File: src/design/ipv4_header_builder_macros.svh
// Assertion macros for the IPv4 header builder.
// Both macros sample on the rising edge of clock and are disabled in reset.
`ifndef IPV4_HEADER_BUILDER_MACROS_SVH
`define IPV4_HEADER_BUILDER_MACROS_SVH

`ifndef ASSERT_OFF

// Consequent must hold in the same cycle as the antecedent
`define IPV4HB_ASSERT_SAME(label, ante, cons, msg) \
   label: assert property (@(posedge clock) disable iff (reset) (ante) |-> (cons)) \
      else $error(msg);

// Consequent must hold in the cycle after the antecedent
`define IPV4HB_ASSERT_NEXT(label, ante, cons, msg) \
   label: assert property (@(posedge clock) disable iff (reset) (ante) |=> (cons)) \
      else $error(msg);

`else

`define IPV4HB_ASSERT_SAME(label, ante, cons, msg)
`define IPV4HB_ASSERT_NEXT(label, ante, cons, msg)

`endif

`endif

File: src/design/ipv4hb_pkg.sv
package ipv4hb_pkg;

   // Fixed header contents
   localparam logic [15:0] VERSION_IHL_TOS = 16'h4500;
   localparam logic [7:0]  TTL_VALUE       = 8'h40;
   localparam logic [15:0] HEADER_BYTES    = 16'd20;

   // Word positions within the ten-word header
   localparam logic [3:0] WORD_VER_TOS   = 4'd0;
   localparam logic [3:0] WORD_TOTAL_LEN = 4'd1;
   localparam logic [3:0] WORD_IDENT     = 4'd2;
   localparam logic [3:0] WORD_FLAGS     = 4'd3;
   localparam logic [3:0] WORD_TTL_PROTO = 4'd4;
   localparam logic [3:0] WORD_CHECKSUM  = 4'd5;
   localparam logic [3:0] WORD_SRC_HI    = 4'd6;
   localparam logic [3:0] WORD_SRC_LO    = 4'd7;
   localparam logic [3:0] WORD_DST_HI    = 4'd8;
   localparam logic [3:0] WORD_DST_LO    = 4'd9;
   localparam logic [3:0] WORD_LAST      = WORD_DST_LO;

   // Finished header handed from the checksum pipeline to the serialiser
   typedef struct packed {
      logic [31:0] dst;
      logic [31:0] src;
      logic [7:0]  proto;
      logic [15:0] total;
      logic [15:0] checksum;
   } hdr_type;

endpackage

File: src/design/ipv4hb_csum_pipe.sv
module ipv4hb_csum_pipe import ipv4hb_pkg::*; (
   input  logic        clock,
   input  logic        reset,
   input  logic        in_valid,
   output logic        in_ready,
   input  logic [31:0] in_dst,
   input  logic [7:0]  in_proto,
   input  logic [15:0] in_plen,
   input  logic [31:0] src_addr,
   output logic        out_valid,
   input  logic        out_ready,
   output hdr_type     out_hdr
);

   logic        s1_valid_ff, s2_valid_ff, s3_valid_ff, s4_valid_ff;
   logic        s1_ready, s2_ready, s3_ready, s4_ready;

   logic [31:0] s1_dst_ff, s2_dst_ff, s3_dst_ff;
   logic [31:0] s1_src_ff, s2_src_ff, s3_src_ff;
   logic [7:0]  s1_proto_ff, s2_proto_ff, s3_proto_ff;
   logic [15:0] s1_total_ff, s2_total_ff, s3_total_ff;
   logic [15:0] s1_total_in;

   logic [17:0] s2_sum_a_ff, s2_sum_b_ff;
   logic [17:0] s2_sum_a_in, s2_sum_b_in;
   logic [18:0] s3_full;
   logic [16:0] s3_fold_ff, s3_fold_in;
   logic [15:0] s4_csum_in;
   hdr_type     s4_hdr_ff;

   // Each stage moves when it is empty or the next one takes its word
   assign s4_ready = !s4_valid_ff || out_ready;
   assign s3_ready = !s3_valid_ff || s4_ready;
   assign s2_ready = !s2_valid_ff || s3_ready;
   assign s1_ready = !s1_valid_ff || s2_ready;
   assign in_ready = s1_ready;

   // Stage 1: total length, wraps modulo 2^16
   assign s1_total_in = 16'(in_plen + HEADER_BYTES);

   // Stage 2: two partial sums of the header words (checksum word at zero)
   assign s2_sum_a_in = 18'(VERSION_IHL_TOS) + 18'(s1_total_ff) + 18'({TTL_VALUE, s1_proto_ff});
   assign s2_sum_b_in = 18'(s1_src_ff[31:16]) + 18'(s1_src_ff[15:0])
                      + 18'(s1_dst_ff[31:16]) + 18'(s1_dst_ff[15:0]);

   // Stage 3: full sum and first fold
   assign s3_full    = 19'(s2_sum_a_ff) + 19'(s2_sum_b_ff);
   assign s3_fold_in = 17'(s3_full[15:0]) + 17'(s3_full[18:16]);

   // Stage 4: last end-around carry, then invert
   assign s4_csum_in = ~(s3_fold_ff[15:0] + 16'(s3_fold_ff[16]));

   // Valid bits
   always_ff @(posedge clock) begin
      if (reset) begin
         s1_valid_ff <= 1'b0;
         s2_valid_ff <= 1'b0;
         s3_valid_ff <= 1'b0;
         s4_valid_ff <= 1'b0;
      end else begin
         if (s1_ready) s1_valid_ff <= in_valid;
         if (s2_ready) s2_valid_ff <= s1_valid_ff;
         if (s3_ready) s3_valid_ff <= s2_valid_ff;
         if (s4_ready) s4_valid_ff <= s3_valid_ff;
      end
   end

   // Payload registers
   always_ff @(posedge clock) begin
      if (s1_ready) begin
         s1_dst_ff   <= in_dst;
         s1_src_ff   <= src_addr;
         s1_proto_ff <= in_proto;
         s1_total_ff <= s1_total_in;
      end
      if (s2_ready) begin
         s2_dst_ff   <= s1_dst_ff;
         s2_src_ff   <= s1_src_ff;
         s2_proto_ff <= s1_proto_ff;
         s2_total_ff <= s1_total_ff;
         s2_sum_a_ff <= s2_sum_a_in;
         s2_sum_b_ff <= s2_sum_b_in;
      end
      if (s3_ready) begin
         s3_dst_ff   <= s2_dst_ff;
         s3_src_ff   <= s2_src_ff;
         s3_proto_ff <= s2_proto_ff;
         s3_total_ff <= s2_total_ff;
         s3_fold_ff  <= s3_fold_in;
      end
      if (s4_ready) begin
         s4_hdr_ff.dst      <= s3_dst_ff;
         s4_hdr_ff.src      <= s3_src_ff;
         s4_hdr_ff.proto    <= s3_proto_ff;
         s4_hdr_ff.total    <= s3_total_ff;
         s4_hdr_ff.checksum <= s4_csum_in;
      end
   end

   assign out_valid = s4_valid_ff;
   assign out_hdr   = s4_hdr_ff;

endmodule

File: src/design/ipv4hb_serializer.sv
module ipv4hb_serializer import ipv4hb_pkg::*; (
   input  logic        clock,
   input  logic        reset,
   input  logic        in_valid,
   output logic        in_ready,
   input  hdr_type     in_hdr,
   output logic        out_valid,
   input  logic        out_ready,
   output logic [15:0] out_word,
   output logic [3:0]  out_index,
   output logic        out_last
);

   logic        busy_ff, busy_in;
   logic [3:0]  pos_ff, pos_in;
   hdr_type     hdr_ff;
   logic        at_last;
   logic        word_taken;
   logic        load;

   assign at_last    = (pos_ff == WORD_LAST);
   assign word_taken = busy_ff && out_ready;
   // A new header loads when idle or as the final word leaves
   assign in_ready   = !busy_ff || (out_ready && at_last);
   assign load       = in_valid && in_ready;

   // Position and occupancy
   always_comb begin
      busy_in = busy_ff;
      pos_in  = pos_ff;
      if (word_taken) begin
         if (at_last) begin
            pos_in  = WORD_VER_TOS;
            busy_in = 1'b0;
         end else begin
            pos_in = pos_ff + 4'd1;
         end
      end
      if (load) busy_in = 1'b1;
   end

   always_ff @(posedge clock) begin
      if (reset) begin
         busy_ff <= 1'b0;
         pos_ff  <= WORD_VER_TOS;
      end else begin
         busy_ff <= busy_in;
         pos_ff  <= pos_in;
      end
   end

   always_ff @(posedge clock) begin
      if (load) hdr_ff <= in_hdr;
   end

   // Word select
   always_comb begin
      case (pos_ff)
         WORD_VER_TOS:   out_word = VERSION_IHL_TOS;
         WORD_TOTAL_LEN: out_word = hdr_ff.total;
         WORD_IDENT:     out_word = 16'h0000;
         WORD_FLAGS:     out_word = 16'h0000;
         WORD_TTL_PROTO: out_word = {TTL_VALUE, hdr_ff.proto};
         WORD_CHECKSUM:  out_word = hdr_ff.checksum;
         WORD_SRC_HI:    out_word = hdr_ff.src[31:16];
         WORD_SRC_LO:    out_word = hdr_ff.src[15:0];
         WORD_DST_HI:    out_word = hdr_ff.dst[31:16];
         WORD_DST_LO:    out_word = hdr_ff.dst[15:0];
         default:        out_word = 16'h0000;
      endcase
   end

   assign out_valid = busy_ff;
   assign out_index = pos_ff;
   assign out_last  = at_last;

endmodule

File: src/design/ipv4_header_builder.sv
// Channel  | Direction | Handshake              | Contents
// req      | in        | req_tvalid/req_tready  | one packet request
// rsp      | out       | rsp_tvalid/rsp_tready  | ten header words per request
// csr      | in        | csr_wr_en              | source address register
//
// A request passes a four-stage checksum pipeline (latch and total length,
// partial sums, full sum and fold, final fold and invert) and then reaches
// the serialiser, which sends ten words over the single 16-bit result port
// at one per cycle while rsp_tready is high, and loads the next header as
// the final word leaves. Up to five requests may be in flight. Reset clears
// all valid bits and the source address. A stall on rsp backs up through
// the stages without dropping a word.
`include "ipv4_header_builder_macros.svh"

module ipv4_header_builder import ipv4hb_pkg::*; (
   input  logic        clock,
   input  logic        reset,
   input  logic        req_tvalid,
   output logic        req_tready,
   // [31:0] dst_addr, [39:32] protocol_number, [55:40] payload_length
   input  logic [55:0] req_tdata,
   output logic        rsp_tvalid,
   input  logic        rsp_tready,
   // [15:0] header_word, [19:16] word_index, [23:20] zero
   output logic [23:0] rsp_tdata,
   output logic        rsp_tlast,
   input  logic        csr_wr_en,
   input  logic [31:0] csr_wr_data
);

   logic [31:0] source_address_ff;
   logic        hdr_valid;
   logic        hdr_ready;
   hdr_type     hdr;
   logic [15:0] word;
   logic [3:0]  index;
   logic        mid_taken;
   logic        last_taken;
   logic        at_first;
   logic [3:0]  next_index;

   // Source address register
   always_ff @(posedge clock) begin
      if (reset) begin
         source_address_ff <= 32'h0;
      end else if (csr_wr_en) begin
         source_address_ff <= csr_wr_data;
      end
   end

   ipv4hb_csum_pipe u_csum_pipe (
      .clock     (clock),
      .reset     (reset),
      .in_valid  (req_tvalid),
      .in_ready  (req_tready),
      .in_dst    (req_tdata[31:0]),
      .in_proto  (req_tdata[39:32]),
      .in_plen   (req_tdata[55:40]),
      .src_addr  (source_address_ff),
      .out_valid (hdr_valid),
      .out_ready (hdr_ready),
      .out_hdr   (hdr)
   );

   ipv4hb_serializer u_serializer (
      .clock     (clock),
      .reset     (reset),
      .in_valid  (hdr_valid),
      .in_ready  (hdr_ready),
      .in_hdr    (hdr),
      .out_valid (rsp_tvalid),
      .out_ready (rsp_tready),
      .out_word  (word),
      .out_index (index),
      .out_last  (rsp_tlast)
   );

   assign rsp_tdata = {4'h0, index, word};

   // Handshake terms for the checks
   assign mid_taken  = rsp_tvalid && rsp_tready && !rsp_tlast;
   assign last_taken = rsp_tvalid && rsp_tready && rsp_tlast;
   assign at_first   = rsp_tvalid && (index == WORD_VER_TOS);
   assign next_index = index + 4'd1;

   // Checks
   `IPV4HB_ASSERT_SAME(a_last_flag, rsp_tvalid, rsp_tlast == (index == WORD_LAST), "last flag")
   `IPV4HB_ASSERT_NEXT(a_order, mid_taken, rsp_tvalid && index == $past(next_index), "word order")
   `IPV4HB_ASSERT_SAME(a_first_word, at_first, word == VERSION_IHL_TOS, "first word")
   `IPV4HB_ASSERT_NEXT(a_restart, last_taken, !rsp_tvalid || index == WORD_VER_TOS, "restart")

endmodule
File: config.mk
export PLATFORM = sky130hd
export DESIGN_NAME = ipv4_header_builder
export DESIGN_NICKNAME = d
export VERILOG_FILES = /design/src/design/ipv4hb_pkg.sv /design/src/design/ipv4hb_csum_pipe.sv /design/src/design/ipv4hb_serializer.sv /design/src/design/ipv4_header_builder.sv
export VERILOG_INCLUDE_DIRS = /design/src /design/src/design
export SDC_FILE = /design/constraint.sdc
export NUM_CORES = 1
export LEC_CHECK = 0
export BUFFER_PORTS_ARGS = -buffer_cell sky130_fd_sc_hd__buf_2
export CAP_MARGIN = 20
export CORE_MARGIN = 2
export CORE_UTILIZATION = 30
export DETAILED_ROUTE_END_ITERATION = 16
export MAX_ROUTING_LAYER = met4
export SYNTH_ARGS = -nofsm -noshare
export SYNTH_HDL_FRONTEND = slang
export SYNTH_HIERARCHICAL = 1
export SYNTH_SLANG_ARGS = --single-unit
File: constraint.sdc
create_clock -name clock -period 10.8 [get_ports clock]
set_input_delay 1.62 -clock clock [delete_from_list [all_inputs] [get_ports clock]]
set_output_delay 1.62 -clock clock [all_outputs]
set_load 0.01 [all_outputs]
---- Yosys cells after proc, flatten, opt, wreduce, memory -nomap -nowiden ----
Cells that the tools add are included.
storage, ports and cells
  input bits .............................. 93
  memories ................................ 0
  bits in registers ....................... 566
  bits in latches ......................... 0
  word-level logic and storage cells ...... 72
  RAM bits ................................ 0
  output and inout bits ................... 27
  memory bits (read-only) ................. 0
operators by class
  add/subtract/negate cells ............... 10
  multiply operators ...................... 0
  mux-type cells .......................... 5
  bitwise gates (word level) .............. 1
  equal/unequal tests ..................... 7
  divide/modulo/power cells ............... 0
  shifts and indexed selects .............. 0
  $lt $le $gt $ge ......................... 0
  reduce and logical (&&, ||, !) cells .... 17
operators by type and width
  operator                                                          count
  16-bit case mux with 8 select lines                               1
  18-bit by 16-bit adder with 18-bit output                         2
  18-bit by 18-bit adder with 19-bit output                         1
  18-bit by 15-bit adder with 18-bit output                         1
  15-bit by 16-bit adder with 17-bit output (first input constant)  1
  16-bit by 16-bit adder with 17-bit output                         1
  16-bit by 3-bit adder with 17-bit output                          1
  16-bit by 1-bit adder with 16-bit output                          1
  16-bit by 5-bit adder with 16-bit output (second input constant)  1
  4-bit by 3-bit == test with 1-bit output (second input constant)  4
  16-bit NOT                                                        1
  4-bit == test (second input constant)                             2
  1-bit zero test                                                   5
  1-bit logical OR                                                  5
  4-bit by 1-bit adder with 4-bit output (second input constant)    1
  4-bit by 1-bit == test with 1-bit output (second input constant)  1
  4-bit zero test                                                   1
  4-bit two-way mux                                                 1
  2-bit nonzero test                                                2
  1-bit logical AND                                                 3
  1-bit two-way mux                                                 3
  2-bit AND reduction                                               1

---- Longest topological paths before layout ----
Gate-level depths: netlist (run 1).
  depth after elaboration ................. 7
  depth in mapped cells ................... 18
  gate-level depth less buffers ........... 18

---- Hierarchy ----
Netlist (run 1), hierarchy kept.
modules (own cells, without submodules)
  module               times used  seq. area each (um^2)  area each (um^2)  cells each
  ipv4hb_csum_pipe     1           12692.2                16336.9           901
  ipv4hb_serializer    1           3223.1                 4289.1            249
  ipv4_header_builder  1           640.6                  1197.4            108

---- Worst setup path before layout (run 1) ----
Ideal clock, no wire load.
  path kind ............................... in2out
  start ................................... input rsp_tready
  end ..................................... output req_tready
  path buffers ............................ 0
  data required time ...................... 9.180 ns
  arrival time ............................ 4.161 ns
  path slack .............................. 5.019 ns
  stages .................................. 5
  cell sequence ........................... nand2_1 -> o31ai_2 -> nor2b_1 -> and3_1 -> nand2_1
between the ends
  longest elaborated chain between the ends .. 6
ends and longest elaborated chain
  item                 line                       text
  from (decl)          ipv4_header_builder.sv:23  input logic rsp_tready,
  1-bit logical AND    ipv4hb_serializer.sv:24    assign in_ready = !busy_ff || (out_ready && at_last);
  1-bit logical OR     ipv4hb_serializer.sv:24
  named net hdr_ready  ipv4_header_builder.sv:33  logic hdr_ready;
  1-bit logical OR     ipv4hb_csum_pipe.sv:32     assign s4_ready = !s4_valid_ff || out_ready;
  1-bit logical OR     ipv4hb_csum_pipe.sv:33     assign s3_ready = !s3_valid_ff || s4_ready;
  1-bit logical OR     ipv4hb_csum_pipe.sv:34     assign s2_ready = !s2_valid_ff || s3_ready;
  1-bit logical OR     ipv4hb_csum_pipe.sv:35     assign s1_ready = !s1_valid_ff || s2_ready;
  to (decl)            ipv4_header_builder.sv:19  output logic req_tready,
The timed path passes the listed nets, and every way through them passes these cells.

---- Worst setup path in the final report (run 1) ----
  start ................................... register u_serializer.pos_ff[1] (netlist: u_serializer/out_index[1])
  end ..................................... output req_tready
between the ends
  longest elaborated chain between the ends .. 7
ends and longest elaborated chain
  item                    line                       text
  from (decl)             ipv4hb_serializer.sv:15    logic [3:0] pos_ff, pos_in;
  from (signal assigned)  ipv4hb_serializer.sv:48    pos_ff <= pos_in;
  4-bit == test           ipv4hb_serializer.sv:21    assign at_last = (pos_ff == WORD_LAST);
  1-bit logical AND       ipv4hb_serializer.sv:24
  1-bit logical OR        ipv4hb_serializer.sv:24
  named net hdr_ready     ipv4_header_builder.sv:33
  1-bit logical OR        ipv4hb_csum_pipe.sv:32
  1-bit logical OR        ipv4hb_csum_pipe.sv:33
  1-bit logical OR        ipv4hb_csum_pipe.sv:34
  1-bit logical OR        ipv4hb_csum_pipe.sv:35
The timed path passes the listed nets, and every way through them passes these cells.

==> flow_summary.yaml, run 1 <==
placed_design:
  hpwl_um: 30500
  place_congestion: 0.829
  io_buffers: 115
  placed_cell_area_um2: 23500
floorplan:
  fp.dieArea_um2: 74900
  start_util: 0.304
  core-area_um2: 71700
  io_pins: 120
  dieWidth_um: 274
  num_rows: 98
  die_h_um: 274
clock_network:
  cts_root_buf: "clkbuf_16"
  cts_setup_buffers: 0
  holdBufCountCts: 0
  cts.path.max_buffers: 3
  cts_sinks: 565
  post_cts_resized: 0
  cts_tree: "done"
  clk_transition_reported_paths_ns: 0.07
  h-tree-depth: 2
  clk_latency_ns: 0.59
  cts_buffers: 52
drt:
  drt_pass1_iterations: 5
  drtIter0Drc: 854
  drc: 0
  post_drt_wl_per_cell_um: 17.8
  finalWirelength_um: 43000
  vias: 10600
  ant_nets: 0
  vias_per_cell: 4.41
layout:
  drive_above_1_share: 0.162
  multi_input_area_um2: 4810
  nets: 1591
  syn_to_final_growth_pct: 15.5
  fillers: 6712
  stdcell_area_um2: 25200
  final-seq-area_um2: 16600
setup_path:
  cp.required_ns: 9.18
  cp-start-kind: "flip-flop"
  cp-end-kind: "primary output"
  cp.arrival_ns: 3.65
  critPathMaxFanout: 34
  crit_type: "reg -> out"
status:
  status: "finished, final reports clean"
power_and_ir_drop:
  p_leak_nw: 9.48
  max-vdd-ir-drop_uv: 103
  report.power.total_mw: 5.46
  power-per-cell-area_nw_per_um2: 217
run:
  drv_cap: 0
synth:
  synth_warnings: 6
  yosysSeqAreaShare: 0.759
  async_reset_ff_frac: 0
  ys_seq_elements: 565
  synth_edf_count: 524
  synth_area_um2: 21800
  synth_area_per_cell_um2: 17.3
  syn_inst: 1258
  synth-main-ff-cell: "edfxtp_1"
  synth.distinct_cells: 79
sta:
  relSlewSlack: 0.273
  slew_violations: 0
  rsz0062_at_grt: "no"
  tns_ns: 0
  fin_crit_sh: 0.488
  hold_viol: 0
  setup_viol: 0
  worst-slew-pin-transition_ns: 1.09
  clock-skew-final_ns: 0.0247
  fin_crit_ns: 5.27
  fmaxAchievable_mhz: 190
global_routing:
  grt_pass1_wl_um: 65200
  grt_max_degree: 82
  overflow: 0
  grt_pass1_vias: 10900
  antenna_found_initial: 7
  gr-usage-all-layers: 0.118
worst_hold_path:
  hp-class: "reg -> reg"
==> Yosys cell counts (11+ instances only) <==
cell type,n,area (um2)
nand2_1,39,146
dfxtp_1,41,821
mux2i_1,39,390
xor2_1,29,254
nor2b_1,15,93.8
xnor2_1,45,394
a21oi_1,34,170
inv_1,78,293
nor3_1,11,55.1
o21ai_0,22,110
edfxtp_1,524,15700
fa_1,35,701
nand3_1,14,70.1
ha_1,48,601
a22oi_1,27,203
nor2_1,80,300
==> sequential cells by signal (all words and copies together), names as in the netlist, 4 cells and up <==
register,flops
u_csum_pipe/s1_src_ff,32
u_csum_pipe/out_hdr,104
u_csum_pipe/s2_proto_ff,8
u_csum_pipe/s3_src_ff,32
u_csum_pipe/s2_sum_b_ff,18
u_csum_pipe/s2_dst_ff,32
u_csum_pipe/s3_dst_ff,32
u_csum_pipe/s1_proto_ff,8
u_serializer/out_index,4
u_csum_pipe/s1_dst_ff,32
u_csum_pipe/s3_proto_ff,8
u_csum_pipe/s2_total_ff,16
source_address_ff,32
u_csum_pipe/s1_total_ff,16
u_csum_pipe/s3_fold_ff,17
u_csum_pipe/s3_total_ff,16
u_csum_pipe/s2_src_ff,32
u_serializer/hdr_ff,104
u_csum_pipe/s2_sum_a_ff,17
==> final cells by class <==
class	instances	share of cell area
Antenna cell	7	0.000695
Tap cell	950	0.0472
Clock buffer	62	0.0539
Inverter	78	0.0118
Timing Repair Buffer	126	0.0269
Sequential cell	565	0.657
Multi-Input combinational cell	592	0.191
Clock inverter	32	0.0115
==> critical path, cell delays in order, from the launching register on <==
cell,delay [ns]
dfxtp_1,0.91
nand2b_1,0.53
o31ai_2,0.15
nor2b_1,0.48
and3_1,0.39
nand2_4,0.06
buf_4,0.26
buf_2,0.22
==> path summary, 6_finish.rpt <==
| kind | start | end | slack [ns] | cells past startpoint |
|---|---|---|---|---|
| max | u_serializer/out_index[1]$_SDFFE_PP0P_ | req_tready | 5.53 | 7 |
| min | u_csum_pipe/s3_dst_ff[31]$_DFFE_PP_ | u_csum_pipe/out_hdr[103]$_DFFE_PP_ | 0.40 | 0 |
| max reg2reg | u_csum_pipe/s2_sum_a_ff[0]$_DFFE_PP_ | u_csum_pipe/s3_fold_ff[14]$_DFFE_PP_ | 6.21 | 18 |
| min reg2reg | u_csum_pipe/s3_dst_ff[31]$_DFFE_PP_ | u_csum_pipe/out_hdr[103]$_DFFE_PP_ | 0.40 | 0 |
==> kinds of logic after synthesis <==
group                    count (synthesis)  synth area share
adder cells (fa/ha/maj)                 83            0.0596
AND/OR/NAND/NOR                        215            0.0513
multiplexers                            46            0.0215
XOR/XNOR                                74            0.0297
buffers and inverters                  104            0.0223
flip-flops                             565             0.759
other                                    1          0.000172
AO/OA/AOI/OAI                          170            0.0568
==> metrics by stage <==
step / hold slack [ns] / utilization / setup slack [ns] / instances
2_1_floorplan: 0.400 / - / 5.02 / 1261
3_3_place_gp: 0.400 / 0.328 / 5.83 / 2310
3_5_place_dp: 0.405 / 0.328 / 5.80 / 2310
4_1_cts: 0.403 / 0.351 / 5.47 / 2404
5_1_grt: 0.411 / 0.351 / 5.25 / 2411
6_report: 0.400 / 0.351 / 5.53 / 2412
==> report_power, final <==
part           total, mW  leakage [nW]  internal (mW)  switching [mW]
clock network       1.77         0.798          0.996           0.778
registers           2.77          5.88           2.66           0.104
logic              0.914          2.80          0.388           0.526
==> layer usage <==
metal | share of wire | GRT usage | routed length [um]
met5 | 0 | - | 0
met4 | 0.024 | 0.0361 | 1050
met3 | 0.044 | 0.0211 | 1910
met2 | 0.49 | 0.194 | 21200
met1 | 0.44 | 0.149 | 18800
==> layout by cell type, fill, tap and decap left out, types with 11 or more instances in the layout <==
cell type	Yosys	final
a21oi_1	34	34
nor2_1	80	80
buf_2	8	115
mux2i_1	39	39
nand3_1	14	14
nor3_1	11	11
ha_1	48	48
a22oi_1	27	27
nor2b_1	15	15
xnor2_1	45	45
inv_1	78	76
dfxtp_1	41	41
fa_1	35	35
o21ai_0	22	22
edfxtp_1	524	524
nand2_1	39	37
clkbuf_16	0	52
xor2_1	29	29
Note: power is estimated with default switching activity, not from simulation.
==> inputs of run 2 (changes only) <==
==> constraint.sdc (replaced) <==
create_clock -name clock -period 4.9 [get_ports clock]
set_input_delay 0.735 -clock clock [delete_from_list [all_inputs] [get_ports clock]]
set_output_delay 0.735 -clock clock [all_outputs]
set_load 0.01 [all_outputs]
==> run 2 against run 1 <==
Hold slack worse by 0.070 ns. Non-clock buffer count up 3. Clock skew decreased by 0.0063 ns. Clock power rose by 130%. First-iteration DRC count fell by 21%. Combinational power grew 120%. Global-route usage hardly changed. Core utilization grew 0.12 points. Die area did not move. Sequential share of layout area down 0.23 points.
==> flow_summary.yaml, run 2 (same netlist as run 1, synthesis figures left out) <==
sta:
  setup_viol: 0
  fin_crit_ns: 4.50
  worst-slew-pin-transition_ns: 1.17
  tns_ns: 0
  rsz0062_at_grt: "no"
  hold_viol: 0
  clock-skew-final_ns: 0.0184
  relSlewSlack: 0.220
  fin_crit_sh: 0.918
  fmaxAchievable_mhz: 222
  setup_slack_ns: 0.401
  slew_violations: 0
global_routing:
  overflow: 0
  grt_pass1_vias: 11000
  gr-usage-all-layers: 0.118
  grt_pass1_wl_um: 65300
  grt_max_degree: 61
  antenna_found_initial: 0
power_and_ir_drop:
  power-per-cell-area_nw_per_um2: 481
  p_switching_mw: 3.08
  clkPwrFrac: 0.333
  p_leak_nw: 9.52
  internal_power_mw: 9.08
  p_comb_frac: 0.166
  seq_power_share: 0.501
  p_sw_frac: 0.253
  max-vdd-ir-drop_uv: 261
floorplan:
  start_util: 0.304
  num_rows: 98
  dieWidth_um: 274
  fp.dieArea_um2: 74900
  io_pins: 120
  die_h_um: 274
  core-area_um2: 71700
layout:
  drive_above_1_share: 0.165
  final_cell_mix: "edfxtp_1 (524), buf_2 (115), nor2_1 (80)"
  layout_commonest_cell: "edfxtp_1"
  nets: 1593
  syn_to_final_growth_pct: 15.9
  postLayoutCoreUtil: 0.353
setup_path:
  cp-end-kind: "flip-flop"
  crit_family: "compound AO/OA/AOI/OAI gates"
  cp-start-kind: "flip-flop"
  crit_type: "reg -> reg"
  cp.arrival_ns: 4.81
  crit_path_max_incr_delay_ns: 0.41
  slowest_stage: "fa_1"
  path_cells: "ha_1 > inv_1 > fa_1 > nor2b_4 > o31a_1 > o41a_4 > a2111oi_4 > o31ai_1 > a21o_1 > a21oi_1 > xnor2_1 > ha_1 > fa_1 > a21oi_1 > nor2b_1 > nand4_1 > nor3_1 > xnor2_1"
  crit_buf_inv: 1
  cp.required_ns: 5.21
  critPathMaxFanout: 4
drt:
  drt_pass1_iterations: 5
  ant_nets: 0
  vias: 10500
  vias_per_cell: 4.37
  drc: 0
  finalWirelength_um: 42700
  post_drt_wl_per_cell_um: 17.7
  drtIter0Drc: 674
clock_network:
  cts_tree: "done"
  cts.path.max_buffers: 3
  clk_latency_ns: 0.57
  holdBufCountCts: 0
  h-tree-depth: 2
  cts_sinks: 565
  cts_root_buf: "clkbuf_16"
  cts_buffers: 51
  cts_setup_buffers: 0
  post_cts_resized: 0
  clk_transition_reported_paths_ns: 0.06
worst_hold_path:
  hp-class: "in -> reg"
placed_design:
  hpwl_um: 30800
  pre_cts_slack_ns: 0.454
  place_congestion: 0.849
  io_buffers: 115
run:
  drv_cap: 0
status:
  status: "finished, final reports clean"
## run 2: cell types whose count changed in the layout (fill, tap and decap cells not counted), sizes merged
cell and delta:
bufinv +2, clkbuf +4, inv +1, clkinv -6, diode -6, clkinvlp +1
buf +3
## run 2: layer usage
metal | up-vias | routed length (um) | global-route usage
li1 | 5047 | - | -
met1 | 5222 | 19200 | 0.153
met2 | 197 | 21000 | 0.191
met3 | 67 | 1660 | 0.0175
met4 | 0 | 867 | 0.0338
met5 | - | 0 | -
## run 2: layout make-up
type / count / area [um2]
sequential: 565 / 16600
tap: 950 / 1190
clock inverter: 30 / 334
multi-input combinational: 592 / 4810
clock buffer: 66 / 1400
fill: 6712 / 46400
antenna: 1 / 2.50
inverter: 78 / 298
timing repair buffer: 129 / 693
## run 2: final timing paths
| check | startpoint | end | slack [ns] | depth (start not counted) |
|---|---|---|---|---|
| worst max register to register | u_csum_pipe/s2_sum_a_ff[0]$_DFFE_PP_ | u_csum_pipe/s3_fold_ff[14]$_DFFE_PP_ | 0.40 | 18 |
| worst min-delay path | req_tdata[11] | u_csum_pipe/s1_dst_ff[11]$_DFFE_PP_ | 0.33 | 1 |
| worst max-delay path | u_csum_pipe/s2_sum_a_ff[0]$_DFFE_PP_ | u_csum_pipe/s3_fold_ff[14]$_DFFE_PP_ | 0.40 | 18 |
| worst min register to register | u_csum_pipe/s3_total_ff[4]$_DFFE_PP_ | u_csum_pipe/out_hdr[20]$_DFFE_PP_ | 0.40 | 0 |
## run 2: worst reg2reg max path: cells and delay by family, from the launching register on
| family | cells | cell delay (ns) |
|---|---|---|
| buf+inv | 1 | 0.08 |
| fa+ha+maj | 4 | 1.13 |
| simple gates | 4 | 0.45 |
| xor+xnor | 2 | 0.24 |
| flops | 1 | 0.37 |
| compound gates | 7 | 1.97 |
## run 2: power groups by stage
stage	logic, mW	clock network [mW]	registers [mW]
after floorplan	1.53	0	6.09
after global placement	1.97	0	6.20
after detailed placement	2.01	0	6.21
after CTS	2.02	4.16	6.11
after global routing	2.25	4.35	6.15
final	2.02	4.05	6.10
## run 2: through the flow
stage          instances  hold WS (ns)  power [mW]  instance area [um2]
6_report            2411         0.331        12.2                25300
5_1_grt             2410         0.304        12.7                25300
4_1_cts             2410         0.301        12.3                25300
3_5_place_dp        2314         0.405        8.22                23500
3_3_place_gp        2314         0.400        8.17                23500
2_1_floorplan       1261         0.400        7.62                21800
==> inputs of run 3 (changes only) <==
--- a/config.mk
+++ b/config.mk
@@ -9,7 +9,7 @@
 export BUFFER_PORTS_ARGS = -buffer_cell sky130_fd_sc_hd__buf_2
 export CAP_MARGIN = 20
 export CORE_MARGIN = 2
-export CORE_UTILIZATION = 30
+export CORE_UTILIZATION = 25
 export DETAILED_ROUTE_END_ITERATION = 16
 export MAX_ROUTING_LAYER = met4
 export SYNTH_ARGS = -nofsm -noshare
==> constraint.sdc (replaced) <==
create_clock -name clock -period 4 [get_ports clock]
set_input_delay 0.6 -clock clock [delete_from_list [all_inputs] [get_ports clock]]
set_output_delay 0.6 -clock clock [all_outputs]
set_load 0.01 [all_outputs]
==> run 3 against run 2 <==
Combinational power up 38%. Non-clock buffer count rose by 21. Hold slack got worse by 0.13 ns. Largest cell class unchanged. Global-route usage is 1.6 points lower. Clock power grew 23%. Core utilization is 5.4 points lower. The flow now finishes with violations (setup timing). Sequential cell count unchanged. Register-to-register slack got worse by 0.43 ns.
==> flow_summary.yaml, run 3 (same netlist as run 1, synthesis figures left out) <==
clock_network:
  holdBufCountCts: 0
  clk_transition_reported_paths_ns: 0.06
  cts.path.max_buffers: 3
  cts_tree: "done"
  clk_latency_ns: 0.58
  cts_sinks: 565
  h-tree-depth: 2
  cts_buffers: 51
  cts_root_buf: "clkbuf_16"
placed_design:
  io_buffers: 115
  hpwl_um: 32400
  placed_cell_area_um2: 24000
  pre_cts_slack_ns: -0.151
  place_congestion: 0.827
setup_path:
  path_cells: "ha_2 > inv_2 > fa_2 > nor2b_4 > o31a_1 > o41a_4 > a2111oi_4 > o31ai_2 > a21o_1 > a21oi_2 > xnor2_1 > ha_2 > a21o_1 > a21oi_2 > nor2b_1 > nand4_1 > buf_4 > nor4_4 > xnor2_1"
  worstReg2RegStart: "u_csum_pipe/s2_sum_b_ff[0]$_DFFE_PP_"
  cp.depth: 19
  critPathMaxFanout: 3
  crit_path_max_incr_delay_ns: 0.40
  setup.worst_path.end: "u_csum_pipe/s3_fold_ff[15]$_DFFE_PP_"
  crit_family: "compound AO/OA/AOI/OAI gates"
  crit_start: "u_csum_pipe/s2_sum_b_ff[0]$_DFFE_PP_"
  slowest_stage: "a2111oi_4"
  r2r_cells: 19
  cp.arrival_ns: 4.34
  cp.required_ns: 4.31
  crit_buf_inv: 2
  crit_type: "reg -> reg"
  rr_endpoint: "u_csum_pipe/s3_fold_ff[15]$_DFFE_PP_"
  cp-end-kind: "flip-flop"
  cp-start-kind: "flip-flop"
  r2r_setup_slack_ns: -0.03
layout:
  stdcell_area_um2: 25900
  drive_above_1_share: 0.195
  fillers: 8414
  nets: 1614
  layout_commonest_cell: "edfxtp_1"
  final_cell_mix: "edfxtp_1 (524), buf_2 (115), nor2_1 (77)"
  syn_to_final_growth_pct: 18.5
sta:
  tns_ns: -0.0487
  hold_viol: 0
  relSlewSlack: 0.293
  worst-slew-pin-transition_ns: 1.06
  slew_violations: 0
  setup_viol: 2
  fin_crit_ns: 4.03
  fmaxAchievable_mhz: 248
  rsz0062_at_grt: "yes"
  setup_slack_ns: -0.0286
  fin_crit_sh: 1.01
  clock-skew-final_ns: 0.0231
drt:
  finalWirelength_um: 44300
  vias: 10700
  drt_pass1_iterations: 5
  drc: 0
  ant_nets: 0
  post_drt_wl_per_cell_um: 16.8
  drtIter0Drc: 592
  vias_per_cell: 4.05
power_and_ir_drop:
  clkPwrFrac: 0.327
  seq_power_share: 0.490
  report.power.total_mw: 15.2
  p_leak_nw: 9.66
  p_comb_frac: 0.183
  max-vdd-ir-drop_uv: 394
  internal_power_mw: 11.3
  p_switching_mw: 3.91
  power-per-cell-area_nw_per_um2: 588
  p_sw_frac: 0.257
global_routing:
  overflow: 0
  gr-usage-all-layers: 0.102
  grt_pass1_vias: 11300
  grt_max_degree: 89
  antenna_found_initial: 4
  grt_pass1_wl_um: 68100
floorplan:
  core-area_um2: 86600
  io_pins: 120
  die_h_um: 299
  fp.dieArea_um2: 89700
  dieWidth_um: 299
  num_rows: 108
  start_util: 0.252
status:
  violations: "setup timing"
  status: "finished, violations left"
worst_hold_path:
  hp-class: "in -> reg"
run:
  drv_cap: 0
## run 3: layer usage
| layer | up-vias | share of wire | GRT usage |
|---|---|---|---|
| li1 | 5090 | - | - |
| met1 | 5300 | 0.44 | 0.127 |
| met2 | 208 | 0.50 | 0.174 |
| met3 | 67 | 0.038 | 0.0141 |
| met4 | 0 | 0.021 | 0.0288 |
| met5 | - | 0 | - |
## run 3: worst reg2reg max path, cell delays in order (launching register included)
cell and delay, ns:
edfxtp_1 0.38, ha_2 0.22, inv_2 0.06, fa_2 0.23, nor2b_4 0.05, o31a_1 0.27, o41a_4 0.39, a2111oi_4 0.40
o31ai_2 0.14, a21o_1 0.20, a21oi_2 0.16, xnor2_1 0.15, ha_2 0.22, a21o_1 0.13, a21oi_2 0.06, nor2b_1 0.11
nand4_1 0.16, buf_4 0.21, nor4_4 0.14, xnor2_1 0.10
## run 3: layout make-up
cell class / count / area [um2] / area share
flip-flops and latches: 565 / 16600 / 0.640
multi-input cells: 592 / 4930 / 0.191
well taps: 1155 / 1450 / 0.0559
clock buffers: 59 / 1320 / 0.0509
repair buffers: 150 / 905 / 0.0350
clock inverters: 35 / 407 / 0.0157
inverters: 78 / 298 / 0.0115
diodes: 1 / 2.50 / 0.0000968
## run 3: worst min path at each step
stage / startpoint / to / slack [ns] / depth (start not counted)
6_report: req_tdata[27] / u_csum_pipe/s1_dst_ff[27]$_DFFE_PP_ / 0.20 / 1
5_1_grt: req_tdata[14] / u_csum_pipe/s1_dst_ff[14]$_DFFE_PP_ / 0.17 / 1
4_1_cts: req_tdata[27] / u_csum_pipe/s1_dst_ff[27]$_DFFE_PP_ / 0.17 / 1
3_5_place_dp: u_csum_pipe/s3_src_ff[17]$_DFFE_PP_ / u_csum_pipe/out_hdr[57]$_DFFE_PP_ / 0.40 / 0
3_3_place_gp: u_csum_pipe/s2_dst_ff[20]$_DFFE_PP_ / u_csum_pipe/s3_dst_ff[20]$_DFFE_PP_ / 0.40 / 0
2_1_floorplan: u_csum_pipe/s3_dst_ff[28]$_DFFE_PP_ / u_csum_pipe/out_hdr[100]$_DFFE_PP_ / 0.40 / 0
## run 3: through the flow
step	utilization	cells	hold WS [ns]
6_report	0.299	2635	0.199
5_1_grt	0.299	2635	0.167
4_1_cts	0.297	2628	0.171
3_5_place_dp	0.277	2533	0.405
3_3_place_gp	0.277	2533	0.401
2_1_floorplan	-	1261	0.400
## run 3: power by group through the flow
stage / registers, mW / clock network, mW / logic (mW)
5_1_grt: 7.51 / 5.32 / 3.09
4_1_cts: 7.46 / 5.10 / 2.62
2_1_floorplan: 7.46 / 0 / 1.90
3_3_place_gp: 7.57 / 0 / 2.51
3_5_place_dp: 7.59 / 0 / 2.57
6_report: 7.45 / 4.97 / 2.79
## run 3: timing repair
action | 4_1_cts | 5_1_grt
gates resized for setup | 6 | 27
pin swaps | 2 | 16
setup buffers | 1 | 6
setup endpoints to repair | 11 | 19
